File: config.mk
export PLATFORM = sky130hd
export DESIGN_NAME = quoted_argument_tokenizer_core_flat
export DESIGN_NICKNAME = d
export VERILOG_FILES = /design/src/hw/rtl/qat_pkg.sv /design/src/hw/rtl/qat_if.sv /design/src/hw/rtl/quoted_argument_tokenizer_core.sv /design/src/hw/rtl/qat_step.sv /design/src/hw/rtl/qat_outbuf.sv /design/src/flat_wrapper.sv
export VERILOG_INCLUDE_DIRS = /design/src /design/src/hw/rtl
export SDC_FILE = /design/constraint.sdc
export NUM_CORES = 1
export LEC_CHECK = 0
export ABC_CLOCK_PERIOD_IN_PS = 16370
export BUFFER_PORTS_ARGS = -buffer_cell sky130_fd_sc_hd__buf_2
export CORE_UTILIZATION = 50
export CTS_CLUSTER_SIZE = 24
export DETAILED_ROUTE_END_ITERATION = 16
export PLACE_DENSITY_LB_ADDON = 0.12
export SYNTH_ARGS = -nofsm -noshare
export SYNTH_HDL_FRONTEND = slang
export SYNTH_SLANG_ARGS = --single-unit
File: constraint.sdc
create_clock -name clk_i -period 16.37 [get_ports clk_i]
set_input_delay 2.4555 -clock clk_i [delete_from_list [all_inputs] [get_ports clk_i]]
set_output_delay 2.4555 -clock clk_i [all_outputs]
set_load 0.1 [all_outputs]
File: src/hw/rtl/quoted_argument_tokenizer_core_assert.svh
// Assertion macros shared by the tokenizer RTL.
`ifndef QUOTED_ARGUMENT_TOKENIZER_CORE_ASSERT_SVH
`define QUOTED_ARGUMENT_TOKENIZER_CORE_ASSERT_SVH

// Checked at every rising edge while reset is released.
`define QAT_ASSERT(name, clk, rst_n, prop) \
  name: assert property (@(posedge clk) disable iff (!rst_n) prop) \
    else $error("qat assertion failed");

// Checked at every rising edge, also during reset.
`define QAT_ASSERT_ALWAYS(name, clk, prop) \
  name: assert property (@(posedge clk) prop) \
    else $error("qat assertion failed");

`endif

File: src/hw/rtl/qat_pkg.sv
`timescale 1ns / 1ps

package qat_pkg;

  localparam int unsigned MaxResults = 4;

  localparam logic [7:0] CH_SPACE  = 8'h20;
  localparam logic [7:0] CH_TAB    = 8'h09;
  localparam logic [7:0] CH_NL     = 8'h0A;
  localparam logic [7:0] CH_SQUOTE = 8'h27;
  localparam logic [7:0] CH_DQUOTE = 8'h22;
  localparam logic [7:0] CH_BSLASH = 8'h5C;

  typedef enum logic [1:0] {
    KIND_BYTE = 2'd0,
    KIND_END  = 2'd1,
    KIND_DONE = 2'd2
  } kind_e;

  typedef enum logic [2:0] {
    ST_OK           = 3'd0,
    ST_BAD_QUOTE    = 3'd1,
    ST_UNCLOSED     = 3'd2,
    ST_DANGLING_ESC = 3'd3,
    ST_TOO_MANY     = 3'd4,
    ST_TOO_LONG     = 3'd5
  } status_e;

  typedef struct packed {
    logic [7:0] byte_value;
    logic       byte_present;
    logic       end_of_line;
  } item_t;

  typedef struct packed {
    kind_e      kind;
    logic [7:0] value;
    logic [4:0] arg_index;
    logic [5:0] char_index;
    status_e    status;
    logic       last_of_run;
  } result_t;

  // All results caused by one request, in order, with their count.
  typedef struct packed {
    result_t [MaxResults-1:0] res;
    logic [2:0]               count;
  } batch_t;

endpackage

File: src/hw/rtl/qat_if.sv
`timescale 1ns / 1ps

interface qat_in_if;
  logic       valid;
  logic       ready;
  logic [7:0] byte_value;
  logic       byte_present;
  logic       end_of_line;

  modport source (output valid, output byte_value, output byte_present,
                  output end_of_line, input ready);
  modport sink   (input valid, input byte_value, input byte_present,
                  input end_of_line, output ready);
endinterface

interface qat_out_if;
  logic       valid;
  logic       ready;
  logic [1:0] kind;
  logic [7:0] value;
  logic [4:0] arg_index;
  logic [5:0] char_index;
  logic [2:0] status;
  logic       last_of_run;

  modport source (output valid, output kind, output value, output arg_index,
                  output char_index, output status, output last_of_run,
                  input ready);
  modport sink   (input valid, input kind, input value, input arg_index,
                  input char_index, input status, input last_of_run,
                  output ready);
endinterface

File: src/hw/rtl/quoted_argument_tokenizer_core.sv
`timescale 1ns / 1ps
// Shell-style argument splitter. Bytes of a command line come in on in_i,
// one per request: byte_value with byte_present set, and end_of_line on the
// final request of the line (it may carry no byte). Results leave on out_o:
// token bytes (kind 0) with argument and byte index, token ends (kind 1)
// with the argument length, and one line-done result (kind 2) carrying the
// argument count and the first error of the line. last_of_run marks the
// final result caused by one input request; a request may cause none.
// An accepted request is held in the input register and is processed once
// the output buffer has room; its results are registered in that buffer.
// Throughput: one request per cycle while each causes at most one result and
// out_o is ready; a request that causes more results holds the output until
// they drain, so the result drain port sets the rate (at most three results per request).
// When out_o stalls, one further request is still taken into the input
// register, then in_i.ready drops until the output drains.
// Reset clears all parsing state and drops any pending results; the block
// is ready for a new line right after reset is released.

module quoted_argument_tokenizer_core import qat_pkg::*; #(
  parameter int unsigned MAX_ARGS    = 16,
  parameter int unsigned MAX_ARG_LEN = 64
) (
  input  logic      clk_i,
  input  logic      rst_ni,
  qat_in_if.sink    in_i,
  qat_out_if.source out_o
);

  logic   in_vld_q;
  item_t  in_item_q;
  logic   can_load;
  logic   fire;
  batch_t batch;

  assign fire       = in_vld_q && can_load;
  assign in_i.ready = !in_vld_q || fire;

  always_ff @(posedge clk_i or negedge rst_ni) begin
    if (!rst_ni) begin
      in_vld_q <= 1'b0;
    end else if (in_i.ready) begin
      in_vld_q <= in_i.valid;
    end
  end

  always_ff @(posedge clk_i) begin
    if (in_i.valid && in_i.ready) begin
      in_item_q.byte_value   <= in_i.byte_value;
      in_item_q.byte_present <= in_i.byte_present;
      in_item_q.end_of_line  <= in_i.end_of_line;
    end
  end

  qat_step #(
    .MAX_ARGS    (MAX_ARGS),
    .MAX_ARG_LEN (MAX_ARG_LEN)
  ) u_step (
    .clk_i   (clk_i),
    .rst_ni  (rst_ni),
    .fire_i  (fire),
    .item_i  (in_item_q),
    .batch_o (batch)
  );

  qat_outbuf u_outbuf (
    .clk_i      (clk_i),
    .rst_ni     (rst_ni),
    .load_i     (fire),
    .batch_i    (batch),
    .can_load_o (can_load),
    .out_o      (out_o)
  );

endmodule

File: src/hw/rtl/qat_step.sv
`timescale 1ns / 1ps
`include "quoted_argument_tokenizer_core_assert.svh"

module qat_step import qat_pkg::*; #(
  parameter int unsigned MAX_ARGS    = 16,
  parameter int unsigned MAX_ARG_LEN = 64
) (
  input  logic   clk_i,
  input  logic   rst_ni,
  input  logic   fire_i,
  input  item_t  item_i,
  output batch_t batch_o
);

  localparam int unsigned AW = $clog2(MAX_ARGS + 1);
  localparam int unsigned PW = $clog2(MAX_ARG_LEN);

  typedef struct packed {
    logic          push;
    logic [PW-1:0] pos;
    status_e       err;
  } emit_t;

  logic          tok_q, tok_d;
  logic          quo_q, quo_d;
  logic          esc_q, esc_d;
  logic          qbs_q, qbs_d;
  logic          dq_q, dq_d;
  logic [PW-1:0] pos_q, pos_d;
  logic [AW-1:0] cnt_q, cnt_d;
  status_e       err_q, err_d;

  // Decides whether a token byte is reported at the current position.
  function automatic emit_t try_emit(logic [AW-1:0] cnt, logic [PW-1:0] pos,
                                     status_e err);
    emit_t r;
    r.push = 1'b0;
    r.pos  = pos;
    r.err  = err;
    if (cnt < AW'(MAX_ARGS)) begin
      if (pos >= PW'(MAX_ARG_LEN - 1)) begin
        if (err == ST_OK) r.err = ST_TOO_LONG;
      end else begin
        r.push = 1'b1;
        r.pos  = pos + PW'(1);
      end
    end
    return r;
  endfunction

  function automatic result_t byte_res(logic [7:0] v, logic [AW-1:0] cnt,
                                       logic [PW-1:0] pos);
    result_t r;
    r.kind        = KIND_BYTE;
    r.value       = v;
    r.arg_index   = 5'(cnt);
    r.char_index  = 6'(pos);
    r.status      = ST_OK;
    r.last_of_run = 1'b0;
    return r;
  endfunction

  function automatic result_t end_res(logic [AW-1:0] cnt, logic [PW-1:0] pos);
    result_t r;
    r.kind        = KIND_END;
    r.value       = '0;
    r.arg_index   = 5'(cnt);
    r.char_index  = 6'(pos);
    r.status      = ST_OK;
    r.last_of_run = 1'b0;
    return r;
  endfunction

  always_comb begin
    logic [7:0]               c;
    logic [7:0]               quote;
    logic [2:0]               n;
    emit_t                    em;
    result_t [MaxResults-1:0] res;

    tok_d = tok_q;
    quo_d = quo_q;
    esc_d = esc_q;
    qbs_d = qbs_q;
    dq_d  = dq_q;
    pos_d = pos_q;
    cnt_d = cnt_q;
    err_d = err_q;
    n     = '0;
    res   = '0;
    c     = item_i.byte_value;
    quote = dq_q ? CH_DQUOTE : CH_SQUOTE;
    em    = '0;

    if (fire_i && item_i.byte_present) begin
      if (qbs_d && c == quote) begin
        // Backslash before the matching quote: the quote becomes literal.
        qbs_d = 1'b0;
        em = try_emit(cnt_d, pos_d, err_d);
        if (em.push) begin
          res[n[1:0]] = byte_res(c, cnt_d, pos_d);
          n = n + 3'd1;
        end
        pos_d = em.pos;
        err_d = em.err;
      end else begin
        if (qbs_d) begin
          qbs_d = 1'b0;
          em = try_emit(cnt_d, pos_d, err_d);
          if (em.push) begin
            res[n[1:0]] = byte_res(CH_BSLASH, cnt_d, pos_d);
            n = n + 3'd1;
          end
          pos_d = em.pos;
          err_d = em.err;
        end
        if (esc_d) begin
          esc_d = 1'b0;
          if (!tok_d) begin
            tok_d = 1'b1;
            pos_d = '0;
            if (cnt_d >= AW'(MAX_ARGS) && err_d == ST_OK) err_d = ST_TOO_MANY;
          end
          em = try_emit(cnt_d, pos_d, err_d);
          if (em.push) begin
            res[n[1:0]] = byte_res(c, cnt_d, pos_d);
            n = n + 3'd1;
          end
          pos_d = em.pos;
          err_d = em.err;
        end else if (quo_d) begin
          if (c == quote) begin
            if (cnt_d < AW'(MAX_ARGS)) begin
              res[n[1:0]] = end_res(cnt_d, pos_d);
              n = n + 3'd1;
              cnt_d = cnt_d + AW'(1);
            end
            tok_d = 1'b0;
            quo_d = 1'b0;
            pos_d = '0;
          end else if (c == CH_BSLASH) begin
            qbs_d = 1'b1;
          end else begin
            em = try_emit(cnt_d, pos_d, err_d);
            if (em.push) begin
              res[n[1:0]] = byte_res(c, cnt_d, pos_d);
              n = n + 3'd1;
            end
            pos_d = em.pos;
            err_d = em.err;
          end
        end else if (c == CH_SPACE || c == CH_TAB || c == CH_NL) begin
          if (tok_d) begin
            if (cnt_d < AW'(MAX_ARGS)) begin
              res[n[1:0]] = end_res(cnt_d, pos_d);
              n = n + 3'd1;
              cnt_d = cnt_d + AW'(1);
            end
            tok_d = 1'b0;
            quo_d = 1'b0;
            pos_d = '0;
          end
        end else if (c == CH_SQUOTE || c == CH_DQUOTE) begin
          if (!tok_d) begin
            tok_d = 1'b1;
            pos_d = '0;
            if (cnt_d >= AW'(MAX_ARGS) && err_d == ST_OK) err_d = ST_TOO_MANY;
            quo_d = 1'b1;
            dq_d  = (c == CH_DQUOTE);
          end else if (err_d == ST_OK) begin
            err_d = ST_BAD_QUOTE;
          end
        end else if (c == CH_BSLASH) begin
          esc_d = 1'b1;
        end else begin
          if (!tok_d) begin
            tok_d = 1'b1;
            pos_d = '0;
            if (cnt_d >= AW'(MAX_ARGS) && err_d == ST_OK) err_d = ST_TOO_MANY;
          end
          em = try_emit(cnt_d, pos_d, err_d);
          if (em.push) begin
            res[n[1:0]] = byte_res(c, cnt_d, pos_d);
            n = n + 3'd1;
          end
          pos_d = em.pos;
          err_d = em.err;
        end
      end
    end

    if (fire_i && item_i.end_of_line) begin
      // A quoted backslash still waiting at line end is taken literally.
      if (qbs_d) begin
        qbs_d = 1'b0;
        em = try_emit(cnt_d, pos_d, err_d);
        if (em.push) begin
          res[n[1:0]] = byte_res(CH_BSLASH, cnt_d, pos_d);
          n = n + 3'd1;
        end
        pos_d = em.pos;
        err_d = em.err;
      end
      if (tok_d && !quo_d) begin
        if (cnt_d < AW'(MAX_ARGS)) begin
          res[n[1:0]] = end_res(cnt_d, pos_d);
          n = n + 3'd1;
          cnt_d = cnt_d + AW'(1);
        end
        tok_d = 1'b0;
        pos_d = '0;
      end
      if (quo_d) begin
        if (err_d == ST_OK) err_d = ST_UNCLOSED;
      end else if (esc_d) begin
        if (err_d == ST_OK) err_d = ST_DANGLING_ESC;
      end
      res[n[1:0]].kind        = KIND_DONE;
      res[n[1:0]].value       = '0;
      res[n[1:0]].arg_index   = 5'(cnt_d);
      res[n[1:0]].char_index  = '0;
      res[n[1:0]].status      = err_d;
      res[n[1:0]].last_of_run = 1'b0;
      n = n + 3'd1;
      tok_d = 1'b0;
      quo_d = 1'b0;
      esc_d = 1'b0;
      qbs_d = 1'b0;
      dq_d  = 1'b0;
      pos_d = '0;
      cnt_d = '0;
      err_d = ST_OK;
    end

    if (n != 3'd0) res[2'(n - 3'd1)].last_of_run = 1'b1;
    batch_o.res   = res;
    batch_o.count = n;
  end

  always_ff @(posedge clk_i or negedge rst_ni) begin
    if (!rst_ni) begin
      tok_q <= 1'b0;
      quo_q <= 1'b0;
      esc_q <= 1'b0;
      qbs_q <= 1'b0;
      dq_q  <= 1'b0;
      pos_q <= '0;
      cnt_q <= '0;
      err_q <= ST_OK;
    end else begin
      tok_q <= tok_d;
      quo_q <= quo_d;
      esc_q <= esc_d;
      qbs_q <= qbs_d;
      dq_q  <= dq_d;
      pos_q <= pos_d;
      cnt_q <= cnt_d;
      err_q <= err_d;
    end
  end

  `QAT_ASSERT(a_line_end_clears, clk_i, rst_ni,
    (fire_i && item_i.end_of_line) |=> (cnt_q == '0 && !tok_q && !quo_q && err_q == ST_OK))
  `QAT_ASSERT(a_quote_implies_token, clk_i, rst_ni, quo_q |-> tok_q)
  `QAT_ASSERT(a_qbs_in_quotes, clk_i, rst_ni, qbs_q |-> quo_q)

endmodule

File: src/hw/rtl/qat_outbuf.sv
`timescale 1ns / 1ps
`include "quoted_argument_tokenizer_core_assert.svh"

module qat_outbuf import qat_pkg::*; (
  input  logic             clk_i,
  input  logic             rst_ni,
  input  logic             load_i,
  input  batch_t           batch_i,
  output logic             can_load_o,
  qat_out_if.source        out_o
);

  result_t [MaxResults-1:0] res_q;
  logic [2:0]               rem_q;
  logic [1:0]               idx_q;
  result_t                  cur;
  logic                     take;

  assign cur        = res_q[idx_q];
  assign take       = out_o.valid && out_o.ready;
  // Room for a new request once the last pending result leaves.
  assign can_load_o = (rem_q == 3'd0) || (rem_q == 3'd1 && out_o.ready);

  assign out_o.valid       = (rem_q != 3'd0);
  assign out_o.kind        = cur.kind;
  assign out_o.value       = cur.value;
  assign out_o.arg_index   = cur.arg_index;
  assign out_o.char_index  = cur.char_index;
  assign out_o.status      = cur.status;
  assign out_o.last_of_run = cur.last_of_run;

  always_ff @(posedge clk_i or negedge rst_ni) begin
    if (!rst_ni) begin
      rem_q <= '0;
      idx_q <= '0;
    end else if (load_i && batch_i.count != 3'd0) begin
      rem_q <= batch_i.count;
      idx_q <= '0;
    end else if (take) begin
      rem_q <= rem_q - 3'd1;
      idx_q <= idx_q + 2'd1;
    end
  end

  always_ff @(posedge clk_i) begin
    if (load_i && batch_i.count != 3'd0) begin
      res_q <= batch_i.res;
    end
  end

  `QAT_ASSERT(a_load_has_room, clk_i, rst_ni, load_i |-> can_load_o)
  `QAT_ASSERT(a_last_marked, clk_i, rst_ni,
    (rem_q == 3'd1) |-> cur.last_of_run)
  `QAT_ASSERT(a_only_last_marked, clk_i, rst_ni,
    (rem_q > 3'd1) |-> !cur.last_of_run)
  `QAT_ASSERT(a_fill_bound, clk_i, rst_ni,
    ({1'b0, idx_q} + rem_q <= 3'd4))

endmodule
File: src/flat_wrapper.sv
// flat-port wrapper written by rule: the top's interface ports become plain ports
module quoted_argument_tokenizer_core_flat import qat_pkg::*;
#(
  parameter int unsigned MAX_ARGS    = 16,
  parameter int unsigned MAX_ARG_LEN = 64
)
  (clk_i, rst_ni, in_i_valid, in_i_byte_value, in_i_byte_present, in_i_end_of_line, in_i_ready, out_o_valid, out_o_kind, out_o_value, out_o_arg_index, out_o_char_index, out_o_status, out_o_last_of_run, out_o_ready);
  qat_in_if in_i_i ();
  qat_out_if out_o_i ();
  input  logic clk_i;
  input  logic rst_ni;
  input wire logic [$bits(in_i_i.valid)-1:0] in_i_valid;
  input wire logic [$bits(in_i_i.byte_value)-1:0] in_i_byte_value;
  input wire logic [$bits(in_i_i.byte_present)-1:0] in_i_byte_present;
  input wire logic [$bits(in_i_i.end_of_line)-1:0] in_i_end_of_line;
  output wire logic [$bits(in_i_i.ready)-1:0] in_i_ready;
  output wire logic [$bits(out_o_i.valid)-1:0] out_o_valid;
  output wire logic [$bits(out_o_i.kind)-1:0] out_o_kind;
  output wire logic [$bits(out_o_i.value)-1:0] out_o_value;
  output wire logic [$bits(out_o_i.arg_index)-1:0] out_o_arg_index;
  output wire logic [$bits(out_o_i.char_index)-1:0] out_o_char_index;
  output wire logic [$bits(out_o_i.status)-1:0] out_o_status;
  output wire logic [$bits(out_o_i.last_of_run)-1:0] out_o_last_of_run;
  input wire logic [$bits(out_o_i.ready)-1:0] out_o_ready;
  assign in_i_i.valid = in_i_valid;
  assign in_i_i.byte_value = in_i_byte_value;
  assign in_i_i.byte_present = in_i_byte_present;
  assign in_i_i.end_of_line = in_i_end_of_line;
  assign in_i_ready = in_i_i.ready;
  assign out_o_valid = out_o_i.valid;
  assign out_o_kind = out_o_i.kind;
  assign out_o_value = out_o_i.value;
  assign out_o_arg_index = out_o_i.arg_index;
  assign out_o_char_index = out_o_i.char_index;
  assign out_o_status = out_o_i.status;
  assign out_o_last_of_run = out_o_i.last_of_run;
  assign out_o_i.ready = out_o_ready;
  quoted_argument_tokenizer_core #(.MAX_ARGS(MAX_ARGS), .MAX_ARG_LEN(MAX_ARG_LEN)) u_core (.clk_i(clk_i), .rst_ni(rst_ni), .in_i(in_i_i), .out_o(out_o_i));
endmodule
-- Word level (Yosys, flattened, before mapping)
Cells that the tools add are included.
- flip-flop bits (word level): 135
- bits of input ports: 14
- word-level logic and storage cells: 369
- $add $sub $neg: 14
- magnitude comparators: 19
- equality and inequality tests: 13
- mux-type cells: 250
- reduce and logical (&&, ||, !) cells: 35
- operators by type and width (kind ; count):
    100-bit 2-to-1 mux ; 21
    100-bit bitwise mux ; 13
    25-bit demux with 2-bit select ; 10
    10-bit 2-to-1 mux ; 29
    3-bit 2-to-1 mux ; 70
    25-bit 2-to-1 mux ; 8
    6-bit 2-to-1 mux ; 27
    75-bit 2-to-1 mux ; 1
    5-bit 2-to-1 mux ; 12
    25-bit binary-select mux with 2-bit select ; 1
    23-bit 2-to-1 mux ; 2
    1-bit 2-to-1 mux ; 45
    22-bit 2-to-1 mux ; 2
    7-bit 2-to-1 mux ; 5
    6-bit by 1-bit adder with 6-bit output, second input constant ; 5
    6-bit >= comparator, second input constant ; 5
    8-bit by 6-bit == test with 1-bit output, second input constant ; 3
    3-bit zero test ; 7
    2-bit by 3-bit less-than comparator with 1-bit output, second input constant ; 6
    8-bit by 4-bit == test with 1-bit output, second input constant ; 2
    1-bit logical AND ; 15
    15-bit 2-to-1 mux ; 1
    3-bit by 1-bit adder with 3-bit output, second input constant ; 4
    5-bit by 1-bit adder with 5-bit output, second input constant ; 2
    other kinds (17) ; 35

-- Depth between registers and ports, before layout
Gate-level depths: netlist (run 1).
- word-level depth: 65
- mapped depth: 30

-- Hierarchy
A second synthesis (run 1) with hierarchy kept.
- cell total of the unflattened synthesis: 1079
- area total of the unflattened synthesis: 10144.7 sq um
- by module, submodules not included (module ; times used ; cells an instance ; area an instance (sq um) ; seq. area each (sq um)):
    qat_step ; 1 ; 896 ; 5750.5 ; 475.5
    qat_outbuf ; 1 ; 168 ; 4033.9 ; 3128.0
    quoted_argument_tokenizer_core ; 1 ; 15 ; 360.3 ; 325.3

-- Worst setup path after synthesis (run 1)
OpenSTA, ideal clock, no wires.
- kind: input -> register
- start: input port out_o_ready
- end: register u_core.u_outbuf.res_q[0] (netlist name), enable pin
- library setup time: 0.841 ns
- arrival: 7.604 ns
- required time: 15.529 ns
- slack: 7.924 ns
- stages on the path: 20
- buffers on the path: 2
- cells stage by stage: a21oi_1 nor2_1 clkbuf_1 o21ai_0 a21oi_1 o31a_1 buf_2 inv_1 ha_1 o221ai_2 a21o_1 o21ai_4 xnor2_1 ha_1 nor2_1 a21oi_1 ha_1 mux2i_1 nand3_2 nand2b_1
- word-level cells in the longest chain between the ends: 21
- ends and longest elaborated chain (element ; line ; source):
    from (decl) ; flat_wrapper.sv:24 ; input wire logic [$bits(out_o_i.ready)-1:0] out_o_ready;
    1-bit logical AND (*) ; qat_outbuf.sv:22 ; assign can_load_o = (rem_q == 3'd0) || (rem_q == 3'd1 && out_o.ready);
    1-bit logical OR (*) ; qat_outbuf.sv:22 ;
    1-bit logical AND (*) ; quoted_argument_tokenizer_core.sv:35 ; assign fire = in_vld_q && can_load;
    1-bit logical AND ; qat_step.sv:95 ; if (fire_i && item_i.byte_present) begin
    6-bit 2-to-1 mux ; qat_step.sv:95 ;
    6-bit >= comparator ; qat_step.sv:41 ; if (pos >= PW'(MAX_ARG_LEN - 1)) begin
    7-bit 2-to-1 mux ; qat_step.sv:41 ;
    10-bit 2-to-1 mux ; qat_step.sv:40 ; if (cnt < AW'(MAX_ARGS)) begin
    [... 5 more ...] ; n/a ;
    3-bit by 1-bit adder with 3-bit output ; qat_step.sv:207 ; n = n + 3'd1;
    3-bit 2-to-1 mux ; qat_step.sv:205 ; if (cnt_d < AW'(MAX_ARGS)) begin
    3-bit 2-to-1 mux ; qat_step.sv:204 ; if (tok_d && !quo_d) begin
    3-bit 2-to-1 mux ; qat_step.sv:192 ; if (fire_i && item_i.end_of_line) begin
    3-bit by 1-bit adder with 3-bit output ; qat_step.sv:224 ; n = n + 3'd1;
    3-bit 2-to-1 mux ; qat_step.sv:192 ;
    3-bit nonzero test ; qat_outbuf.sv:46 ; if (load_i && batch_i.count != 3'd0) begin
    1-bit logical AND (*) ; qat_outbuf.sv:46 ;
    to (signal assigned) ; qat_outbuf.sv:47 ; res_q <= batch_i.res;
    to (decl) ; qat_outbuf.sv:13 ; result_t [MaxResults-1:0] res_q;
Mark *: on every way between the ends. The rest lies on a longest branch, timed or not. The select of a mux whose other input is x is not followed.
A chain may end at the register's enable or synchronous reset.

-- Worst setup path in the final report (run 1)
- start: input port out_o_ready
- end: register u_core.u_outbuf.res_q[20] (netlist name), enable pin
The elaborated chain is that of the path after synthesis.

==> results of run 1 <==
==> Yosys cell counts (5+ instances only) <==
master / number
clkbuf_1: 41
nand4b_1: 5
mux2_2: 5
nand4_1: 9
buf_1: 9
buf_2: 22
mux2i_1: 17
nor3_1: 21
o31a_1: 6
a31oi_1: 14
o31ai_1: 10
edfxtp_1: 96
a21oi_1: 85
ha_1: 28
and2_1: 16
o2bb2ai_1: 5
xor2_1: 7
mux4_2: 17
nand3_1: 39
xnor2_1: 11
buf_4: 6
dfrtp_1: 25
nand2b_1: 14
nand3b_1: 5
a211oi_1: 12
o21ai_0: 62
and3_1: 13
a21o_1: 11
a221oi_1: 5
o22ai_1: 20
o21a_1: 10
or3_1: 6
a311oi_1: 8
o211ai_1: 11
nor2_1: 117
nand2_1: 103
a22oi_1: 10
inv_1: 36
o21ai_1: 5
nor4_1: 9
==> layout make-up <==
class | instances | area share
clock buffers | 17 | 0.0403
well taps | 260 | 0.0308
repair buffers | 60 | 0.0332
multi-input cells | 836 | 0.536
inverters | 37 | 0.0132
flip-flops and latches | 121 | 0.332
clock inverters | 14 | 0.0141
==> logic make-up (layout without fill, tap and decap cells) <==
family / after synthesis / count (layout)
muxes: 39 / 39
xor gates and xnor gates: 19 / 19
AOI/OAI and AO/OA: 355 / 355
and+or+nand+nor: 395 / 395
buffers and inverters: 119 / 128
DFF: 121 / 121
adders and majority gates: 28 / 28
==> power by group <==
| part | internal, W | leakage, nW | total [W] | switching [W] |
|---|---|---|---|---|
| clock network | 0.000224 | 0.285 | 0.000371 | 0.000147 |
| registers | 0.000535 | 1.25 | 0.000625 | 0.0000903 |
| logic | 0.000292 | 2.28 | 0.00126 | 0.000970 |
==> worst max-delay path, delay by kind of cell <==
kind	cells	cell delay (ns)
AO/OA/AOI/OAI	6	1.73
AND/OR/NAND/NOR	5	1.72
buffers and inverters	4	1.22
adder cells (fa/ha/maj)	3	0.96
multiplexers	1	0.23
XOR/XNOR	1	0.22
==> final timing paths <==
path,slack [ns],end
setup / recovery,7.76,u_core.u_outbuf.res_q[20]
max in group asynchronous,13.87,u_core.u_outbuf.idx_q[0]
setup reg to reg,7.97,u_core.u_outbuf.res_q[20]
hold reg to reg,0.58,u_core.u_step.dq_q
min in group asynchronous,2.05,u_core.u_outbuf.idx_q[1]
hold / removal,0.58,u_core.u_step.dq_q
==> stage by stage <==
step,util,instance area (um^2)
4_1_cts,0.561,10600
3_3_place_gp,0.530,9980
3_5_place_dp,0.530,9980
5_1_grt,0.561,10600
6_report,0.561,10600
2_1_floorplan,-,9680
==> routing by layer <==
| layer | GRT usage | share of wire | up-vias |
|---|---|---|---|
| met5 | 0 | 0 | - |
| met4 | 0.166 | 0.041 | 0 |
| met3 | 0.0537 | 0.087 | 85 |
| met2 | 0.500 | 0.45 | 535 |
| met1 | 0.454 | 0.42 | 4419 |
| li1 | - | - | 4102 |
==> registers in the layout, summed over array words and instances, names as in the netlist <==
signal,cells
u_core.u_step.quo_q,1
u_core.u_outbuf.rem_q,3
u_core.u_step.tok_q,1
u_core.u_outbuf.idx_q,2
u_core.in_item_q,10
u_core.u_step.pos_q,6
u_core.u_step.cnt_q,5
u_core.u_outbuf.res_q,86
u_core.u_step.qbs_q,1
u_core.u_step.err_q,3
u_core.u_step.dq_q,1
u_core.u_step.esc_q,1
u_core.in_vld_q,1
==> placed cells by master (no fill, tap or decap), drive strengths merged, types with 20 or more instances in the layout <==
cell type  count
nand2        104
dfrtp         25
inv           39
buf           60
a21oi         87
edfxtp        96
ha            28
nor2         119
nand3         41
o21ai         68
nor3          24
o22ai         20
==> out/summary.txt, run 1 <==
FF+latch count, synth -> 121
Initial antenna violation count -> 0
Post-Synth Adder-Cell Area -> 0.0362
Final #Nets -> 1115
Hold/Removal Path Class -> reg -> reg
R2R cell count -> 25
Post-CTS Setup Repair Bufs -> 0
Least-Margin Pin Slew -> 1.07 ns
Top cells by area, synth -> edfxtp_1 30%, dfrtp_1 6.5%, nor2_1 4.5%, a21oi_1 4.4%, nand2_1 4.0%
Leakage power -> 3.82 nW
TritonRoute pass-1 iters -> 6
Worst-Skew Late Latency -> 0.42 ns
Starting Density -> 0.514
Setup TNS -> 0 ns
CP Data Required Time -> 16.40 ns
XOR/XNOR Fraction of Synth Area -> 0.0180
Crit path arrival time -> 8.64 ns
Cts bufs inserted -> 17
Final count of hold timing violations -> 0
Final Critical Period -> 8.61 ns
Critical path startpoint -> out_o_ready
Synth cell types -> 109
I/O pins -> 41
HPWL Detailed -> 22.9 mm
CTS clk-pin slew, worst paths -> 0.06 ns
Core ar. -> 18800 um^2
Final clock period utilization by the worst path -> 0.526
Top_reg_cell synth -> edfxtp_1
Worst Hold Margin -> 0.578 ns
Clk sinks -> 121
Vias in the first global route -> 8570
Drt total wl -> 31.9 mm
Area growth syn-to-layout -> 9.12%
Hold Path Depth -> 2
Peak supply drop -> 0.214 mV
Worst setup SP type -> primary input
Die H -> 141 um
Total track usage -> 0.329
Power density over cell area -> 214 nW/um^2
Initial DRC count -> 1299
Syn_nets -> 1118
Placed insts -> 1314
Drt drc -> 0
Area share of the largest cell type after synthesis -> 0.298
Register area -> 3510 um^2
Row count -> 50
RSZ-0062 raised after global routing -> no
Mapped Cells -> 1076
Critical Path Max Stage Delay -> 0.78 ns
Critical path capture point type -> register
Vias per std cell -> 6.80
Sequential area share after synthesis -> 0.363
Crit path top cell by count -> ha_1
N_diodes -> 0
Worst path slowest cell -> buf_4
Fin worst setup slack -> 7.76 ns
Final non-filler cell total -> 1345
Max Clock Skew -> 0.00917 ns
Crit-path cells -> buf_2 -> a21oi_1 -> nor2_1 -> nand2_1 -> o31a_1 -> inv_1 -> ha_1 -> o221ai_2 -> a21o_1 -> o21ai_4 -> xnor2_1 -> ha_1 -> nor2_1 -> a21oi_1 -> ha_1 -> nand2_1 -> inv_1 -> mux2i_1 -> nand2b_4 -> buf_4
Total number of vias -> 9141
Area leader, netlist -> edfxtp_1
Post-synthesis mux area share -> 0.0630
Largest net degree at the start of global routing -> 87
Worst-path maximum fanout -> 86
Status -> completed
Die X -> 141 um
Slew margin rel. -> 0.285
PostCTS Resize Cnt -> 0
Root cell of the clock tree -> clkbuf_16
EDFF count, synth -> 96
MaxCap Viol Count -> 0
Clock Path Buffers -> 2
Pre-CTS WS -> 7.50 ns
HP Start -> u_core.u_step.dq_q
CTS Hold Bufs -> 0
Avg Inst Size Synth -> 8.99 um^2
Placer congestion estimate -> 1.01
Async SR Flop Fraction -> 0.207
Fillers -> 1723
Layout cell share with drive strength beyond 1 -> 0.145
Synth warn -> 0
Setup Viol. Count Final -> 0
Global-route wire length before repair -> 49.3 mm
Power Total -> 0.00226 W
Main combinational cell family by area after synthesis -> compound AO/OA/AOI/OAI gates
Fmax achieved -> 116 MHz
Htree depth -> 4
Compound-cell area share of the yosys netlist -> 0.263
Simple-Gate Fraction of Synth Area -> 0.204
DR WL/cell -> 23.7 um
Mapped Area -> 9680 um^2
Overflow left after global routing -> 0
Worst Setup Path Type -> in -> reg
CTS tree -> yes
Area occupied by multi-input gates -> 5660 um^2
Max Transition Viols Final -> 0
Full die area -> 19900 um^2
RR Startpoint -> u_core.u_step.pos_q[0]
Antenna viol nets, final -> 0
Port buffer count -> 40
(Power assumes the default switching activity.)
==> inputs of run 2 (changes only) <==
--- a/config.mk
+++ b/config.mk
@@ -6,7 +6,7 @@
 export SDC_FILE = /design/constraint.sdc
 export NUM_CORES = 1
 export LEC_CHECK = 0
-export ABC_CLOCK_PERIOD_IN_PS = 16370
+export ABC_CLOCK_PERIOD_IN_PS = 7300
 export BUFFER_PORTS_ARGS = -buffer_cell sky130_fd_sc_hd__buf_2
 export CORE_UTILIZATION = 50
 export CTS_CLUSTER_SIZE = 24
==> constraint.sdc (replaced) <==
create_clock -name clk_i -period 7.3 [get_ports clk_i]
set_input_delay 1.095 -clock clk_i [delete_from_list [all_inputs] [get_ports clk_i]]
set_output_delay 1.095 -clock clk_i [all_outputs]
set_load 0.1 [all_outputs]
==> run 2 against run 1 <==
Effect of this change: die area unchanged; sequential share of layout area decreased by 0.64 points; setup slack got worse by 7.2 ns; sequential power increased by 120%; first-iteration DRC count decreased by 1.7%; design area increased by 2.0%; count of clock-buffer cells in the layout increased by 1; register-to-register slack got worse by 7.4 ns; hold slack improved by 0.031 ns; critical path depth increased by 5; largest power group unchanged.
==> out/summary.txt, run 2 (synthesis results as in run 1) <==
Setup Viol. Count Final -> 0 (unchanged)
CTS tree -> yes
Commonest cells after routing, fill and taps aside -> 117 x nor2_1, 103 x nand2_1, 96 x edfxtp_1, 85 x a21oi_1, 62 x o21ai_0
PostCTS Resize Cnt -> 0 (unchanged)
Power Total -> 0.00514 W (+130%)
Drt drc -> 0 (unchanged)
Htree depth -> 4 (unchanged)
Slew margin rel. -> 0.355 (+0.0703)
Root cell of the clock tree -> clkbuf_16
Cts bufs inserted -> 17 (unchanged)
HPWL Detailed -> 24.2 mm (+5.7%)
Largest net degree at the start of global routing -> 40 (-54%)
CTS clk-pin slew, worst paths -> 0.06 ns (about the same)
Row count -> 50 (unchanged)
Max Transition Viols Final -> 0 (unchanged)
Fmax achieved -> 148 MHz
Top Registers -> u_core.u_outbuf.res_q (86), u_core.in_item_q (10), u_core.u_step.pos_q (6)
Final Critical Period -> 6.74 ns
Post-CTS Setup Repair Bufs -> 0 (unchanged)
Drt total wl -> 33.1 mm (+4.0%)
Setup TNS -> 0 ns (unchanged)
Worst-Skew Late Latency -> 0.42 ns (about the same)
Die H -> 141 um (unchanged)
CTS Hold Bufs -> 0 (unchanged)
Vias in the first global route -> 8608 (+0.44%)
RSZ-0062 raised after global routing -> no
Register area -> 3510 um^2 (unchanged)
Crit path arrival time -> 6.91 ns (-1.73 ns)
Initial antenna violation count -> 0 (unchanged)
Area growth syn-to-layout -> 11.3%
Port buffer count -> 40 (unchanged)
Vias per std cell -> 6.68 (-1.8%)
Least-Margin Pin Slew -> 0.943 ns (-0.130 ns)
Commonest non-fill, non-tap cell in the layout -> nor2_1
Fillers -> 1715 (-0.46%)
Total track usage -> 0.340 (+0.0110)
TritonRoute pass-1 iters -> 8 (+2)
Starting Density -> 0.514 (unchanged)
Max Clock Skew -> 0.0108 ns (+0.00159 ns)
Worst Setup Path Type -> reg -> reg
Clk sinks -> 121 (unchanged)
R2R setup slack -> 0.56 ns (-7.41 ns)
N_diodes -> 0 (unchanged)
Final clock period utilization by the worst path -> 0.924
Placed insts -> 1343 (+2.2%)
Placer congestion estimate -> 1.04 (+2.8%)
Overflow left after global routing -> 0 (unchanged)
Top reg by flops -> u_core.u_outbuf.res_q
Max reg flops -> 86 (unchanged)
Hold/Removal Path Class -> reg -> reg
Area occupied by multi-input gates -> 5660 um^2 (unchanged)
Power density over cell area -> 478 nW/um^2 (+120%)
Final count of hold timing violations -> 0 (unchanged)
Antenna viol nets, final -> 0 (unchanged)
Layout cell share with drive strength beyond 1 -> 0.166 (+0.0212)
CP Data Required Time -> 7.46 ns (-8.94 ns)
Full die area -> 19900 um^2 (unchanged)
MaxCap Viol Count -> 0 (unchanged)
Initial DRC count -> 1277 (-1.7%)
Global-route wire length before repair -> 50.8 mm (+3.0%)
Final non-filler cell total -> 1375 (+2.2%)
Die X -> 141 um (unchanged)
Critical path capture point type -> register
Final #Nets -> 1144 (+2.6%)
DR WL/cell -> 24.1 um (+1.7%)
Total number of vias -> 9181 (+0.44%)
Core ar. -> 18800 um^2 (unchanged)
Worst-path maximum fanout -> 28 (-67%)
Status -> completed
Worst setup SP type -> register
Peak supply drop -> 0.344 mV (+61%)
Leakage power -> 3.94 nW (+3.2%)
I/O pins -> 41 (unchanged)
Clock Path Buffers -> 2 (unchanged)
-- run 2: critical path: stages, from the launching register on --
cell and delay (ns):
dfrtp_1 0.35, ha_1 0.31, and3_1 0.38, a21o_1 0.28, mux2i_1 0.34, inv_1 0.11
ha_1 0.25, a41oi_1 0.27, xor2_1 0.20, a221oi_1 0.10, o31a_1 0.31, inv_1 0.15
ha_1 0.26, o221ai_2 0.17, a21o_1 0.24, o21ai_4 0.14, xnor2_1 0.24, ha_1 0.31
nor2_1 0.10, a21oi_1 0.08, ha_1 0.27, nand2_1 0.27, inv_1 0.10, mux2i_1 0.54
nand2b_4 0.39, buf_4 0.32
-- run 2: final timing paths --
path	end	cells past startpoint	from
hold / removal	u_core.u_outbuf.idx_q[1]	2	u_core.u_outbuf.idx_q[1]
min in group asynchronous	u_core.u_outbuf.rem_q[1]	1	rst_ni
hold reg to reg	u_core.u_outbuf.idx_q[1]	2	u_core.u_outbuf.idx_q[1]
max in group asynchronous	u_core.u_outbuf.idx_q[0]	1	rst_ni
setup / recovery	u_core.u_outbuf.res_q[28]	25	u_core.u_step.pos_q[0]
setup reg to reg	u_core.u_outbuf.res_q[28]	25	u_core.u_step.pos_q[0]
-- run 2: layer usage --
| layer | track usage | share of wire |
|---|---|---|
| met5 | 0 | 0 |
| met2 | 0.515 | 0.44 |
| met4 | 0.149 | 0.043 |
| met1 | 0.474 | 0.42 |
| met3 | 0.0645 | 0.10 |
-- run 2: stage by stage --
step	util	hold WS, ns	worst slack (ns)	cell area (um^2)
finish	0.572	0.609	0.556	10800
floorplan	-	0.521	0.693	9680
detailed placement	0.542	0.605	0.648	10200
global placement	0.542	0.587	0.809	10200
CTS	0.572	0.619	0.617	10800
global route	0.572	0.676	0.0960	10800
-- run 2: final cells by class --
class                           count  area share
Multi-Input combinational cell    836       0.526
Sequential cell                   121       0.326
Clock buffer                       18      0.0399
Inverter                           37      0.0129
Clock inverter                     14      0.0114
Tap cell                          260      0.0302
Timing Repair Buffer               89      0.0539
-- run 2: where the power goes --
group	total, W	switching [W]	internal (W)
logic	0.00300	0.00227	0.000725
clock network	0.000797	0.000329	0.000469
registers	0.00135	0.000159	0.00119
==> inputs of run 3 (changes only) <==
--- a/config.mk
+++ b/config.mk
@@ -9,6 +9,7 @@
 export ABC_CLOCK_PERIOD_IN_PS = 7300
 export BUFFER_PORTS_ARGS = -buffer_cell sky130_fd_sc_hd__buf_2
 export CORE_UTILIZATION = 50
+export CTS_BUF_LIST = sky130_fd_sc_hd__clkbuf_16
 export CTS_CLUSTER_SIZE = 24
 export DETAILED_ROUTE_END_ITERATION = 16
 export PLACE_DENSITY_LB_ADDON = 0.12
==> run 3 against run 2 <==
Effect of this change: non-clock buffer count is the same; combinational power barely moved; critical path depth stayed put; hold slack about the same; die area stayed put; via count is 0.56% higher; design area unchanged; global-route usage unchanged; first-iteration DRC count rose by 0.39%; count of clock-buffer cells in the layout down 1; fmax is 0.12% lower; flip-flop and latch count is the same.
==> out/summary.txt, run 3 (synthesis results as in run 1) <==
Status -> completed
Fillers -> 1715 (unchanged)
Row count -> 50 (unchanged)
Final Critical Period -> 6.75 ns (+0.00829 ns)
RSZ-0062 raised after global routing -> no
Fmax achieved -> 148 MHz (-0.12%)
Layout cell share with drive strength beyond 1 -> 0.166 (unchanged)
Largest net degree at the start of global routing -> 40 (unchanged)
Clock Path Buffers -> 2 (unchanged)
Core ar. -> 18800 um^2 (unchanged)
Max Clock Skew -> 0.0112 ns (+0.000398 ns)
CTS tree -> yes
Setup Viol. Count Final -> 0 (unchanged)
CTS Hold Bufs -> 0 (unchanged)
Critical Path Max Stage Delay -> 0.54 ns (about the same)
Port buffer count -> 40 (unchanged)
Die H -> 141 um (unchanged)
CTS clk-pin slew, worst paths -> 0.06 ns (about the same)
Commonest cells after routing, fill and taps aside -> 117 x nor2_1, 103 x nand2_1, 96 x edfxtp_1, 85 x a21oi_1, 62 x o21ai_0
Top routing layer used -> met4
Hold/Removal Path Class -> reg -> reg
Crit path top cell by count -> ha_1
TritonRoute pass-1 iters -> 6 (-2)
Vias per std cell -> 6.71 (+0.56%)
Final count of hold timing violations -> 0 (unchanged)
Vias in the first global route -> 8608 (unchanged)
DR WL/cell -> 24.1 um (about the same)
Met3 wire length -> 3.35 mm (+0.57%)
Total number of vias -> 9232 (+0.56%)
Clk sinks -> 121 (unchanged)
Crit path arrival time -> 6.92 ns (about the same)
Starting Density -> 0.514 (unchanged)
Least-Margin Pin Slew -> 0.941 ns (-0.00196 ns)
PostCTS Resize Cnt -> 0 (unchanged)
Critical path capture point type -> register
Worst-Skew Late Latency -> 0.42 ns (about the same)
Final #Nets -> 1144 (unchanged)
Full die area -> 19900 um^2 (unchanged)
Global-route wire length before repair -> 50.8 mm (unchanged)
Final clock period utilization by the worst path -> 0.925 (+0.00114)
Routed wl met2 -> 14.6 mm (-0.36%)
Initial DRC count -> 1282 (+0.39%)
Worst-path maximum fanout -> 28 (unchanged)
Top reg by flops -> u_core.u_outbuf.res_q
CP Data Required Time -> 7.46 ns (about the same)
Max reg flops -> 86 (unchanged)
MaxCap Viol Count -> 0 (unchanged)
I/O pins -> 41 (unchanged)
Power density over cell area -> 478 nW/um^2 (about the same)
Initial antenna violation count -> 0 (unchanged)
Worst setup SP type -> register
Post-CTS Setup Repair Bufs -> 0 (unchanged)
Max Transition Viols Final -> 0 (unchanged)
Total track usage -> 0.340 (unchanged)
Area growth syn-to-layout -> 11.3% (unchanged)
Htree depth -> 4 (unchanged)
Worst Setup Path Type -> reg -> reg
HPWL Detailed -> 24.2 mm (unchanged)
Die X -> 141 um (unchanged)
Overflow left after global routing -> 0 (unchanged)
Routed length on met1 -> 13.8 mm (about the same)
Cts bufs inserted -> 17 (unchanged)
Peak supply drop -> 0.344 mV (about the same)
Top Registers -> u_core.u_outbuf.res_q (86), u_core.in_item_q (10), u_core.u_step.pos_q (6)
Commonest non-fill, non-tap cell in the layout -> nor2_1
Drt total wl -> 33.1 mm (about the same)
Worst path slowest cell -> mux2i_1
Power Total -> 0.00514 W (about the same)
Drt drc -> 0 (unchanged)
Slew margin rel. -> 0.356 (+0.00134)
N_diodes -> 0 (unchanged)
Placer congestion estimate -> 1.04 (unchanged)
Util after Layout -> 0.572 (unchanged)
Antenna viol nets, final -> 0 (unchanged)
Setup TNS -> 0 ns (unchanged)
Leakage power -> 3.94 nW (+0.11%)
Root cell of the clock tree -> clkbuf_16
run 3: critical path: cells and delay by family, from the launching register on:
kind	cells	cell delay, ns
compound gates	8	1.61
simple gates	4	1.14
flops	1	0.35
fa+ha+maj	5	1.39
xor+xnor	2	0.44
buf+inv	4	0.68
mux	2	0.88
run 3: area by class of cell:
| class | instances | area [um^2] | area share |
|---|---|---|---|
| Multi-Input combinational cell | 836 | 5660 | 0.526 |
| Sequential cell | 121 | 3510 | 0.326 |
| Timing Repair Buffer | 89 | 581 | 0.0539 |
| Clock buffer | 17 | 425 | 0.0395 |
| Tap cell | 260 | 325 | 0.0302 |
| Inverter | 37 | 139 | 0.0129 |
| Clock inverter | 15 | 126 | 0.0117 |
run 3: worst paths after layout:
kind,from,endpoint,slack (ns),cells after the start
setup / recovery,u_core.u_step.pos_q[0],u_core.u_outbuf.res_q[28],0.55,25
hold / removal,u_core.u_outbuf.idx_q[1],u_core.u_outbuf.idx_q[1],0.61,2
setup reg to reg,u_core.u_step.pos_q[0],u_core.u_outbuf.res_q[28],0.55,25
hold reg to reg,u_core.u_outbuf.idx_q[1],u_core.u_outbuf.idx_q[1],0.61,2
max in group asynchronous,rst_ni,u_core.u_outbuf.idx_q[0],6.16,1
min in group asynchronous,rst_ni,u_core.u_outbuf.rem_q[0],0.69,1
run 3: per-stage QoR:
| step | hold WS [ns] | cell area, um^2 | setup WS, ns | std cells |
|---|---|---|---|---|
| 2_1_floorplan | 0.521 | 9680 | 0.693 | 1076 |
| 3_5_place_dp | 0.605 | 10200 | 0.648 | 1343 |
| 5_1_grt | 0.676 | 10800 | 0.0960 | 1375 |
| 6_report | 0.609 | 10800 | 0.548 | 1375 |
| 4_1_cts | 0.619 | 10800 | 0.617 | 1375 |
| 3_3_place_gp | 0.587 | 10200 | 0.809 | 1343 |
run 3: per-layer routing:
layer | vias up | GRT usage
li1 | 4164 | -
met1 | 4347 | 0.474
met2 | 611 | 0.515
met3 | 110 | 0.0645
met4 | 0 | 0.149
met5 | - | 0
run 3: report_power, final:
| part | total [W] | switching (W) | internal, W |
|---|---|---|---|
| Combinational | 0.00300 | 0.00227 | 0.000725 |
| Clock | 0.000797 | 0.000330 | 0.000467 |
| Sequential | 0.00135 | 0.000159 | 0.00119 |
| Total | 0.00514 | 0.00276 | 0.00238 |
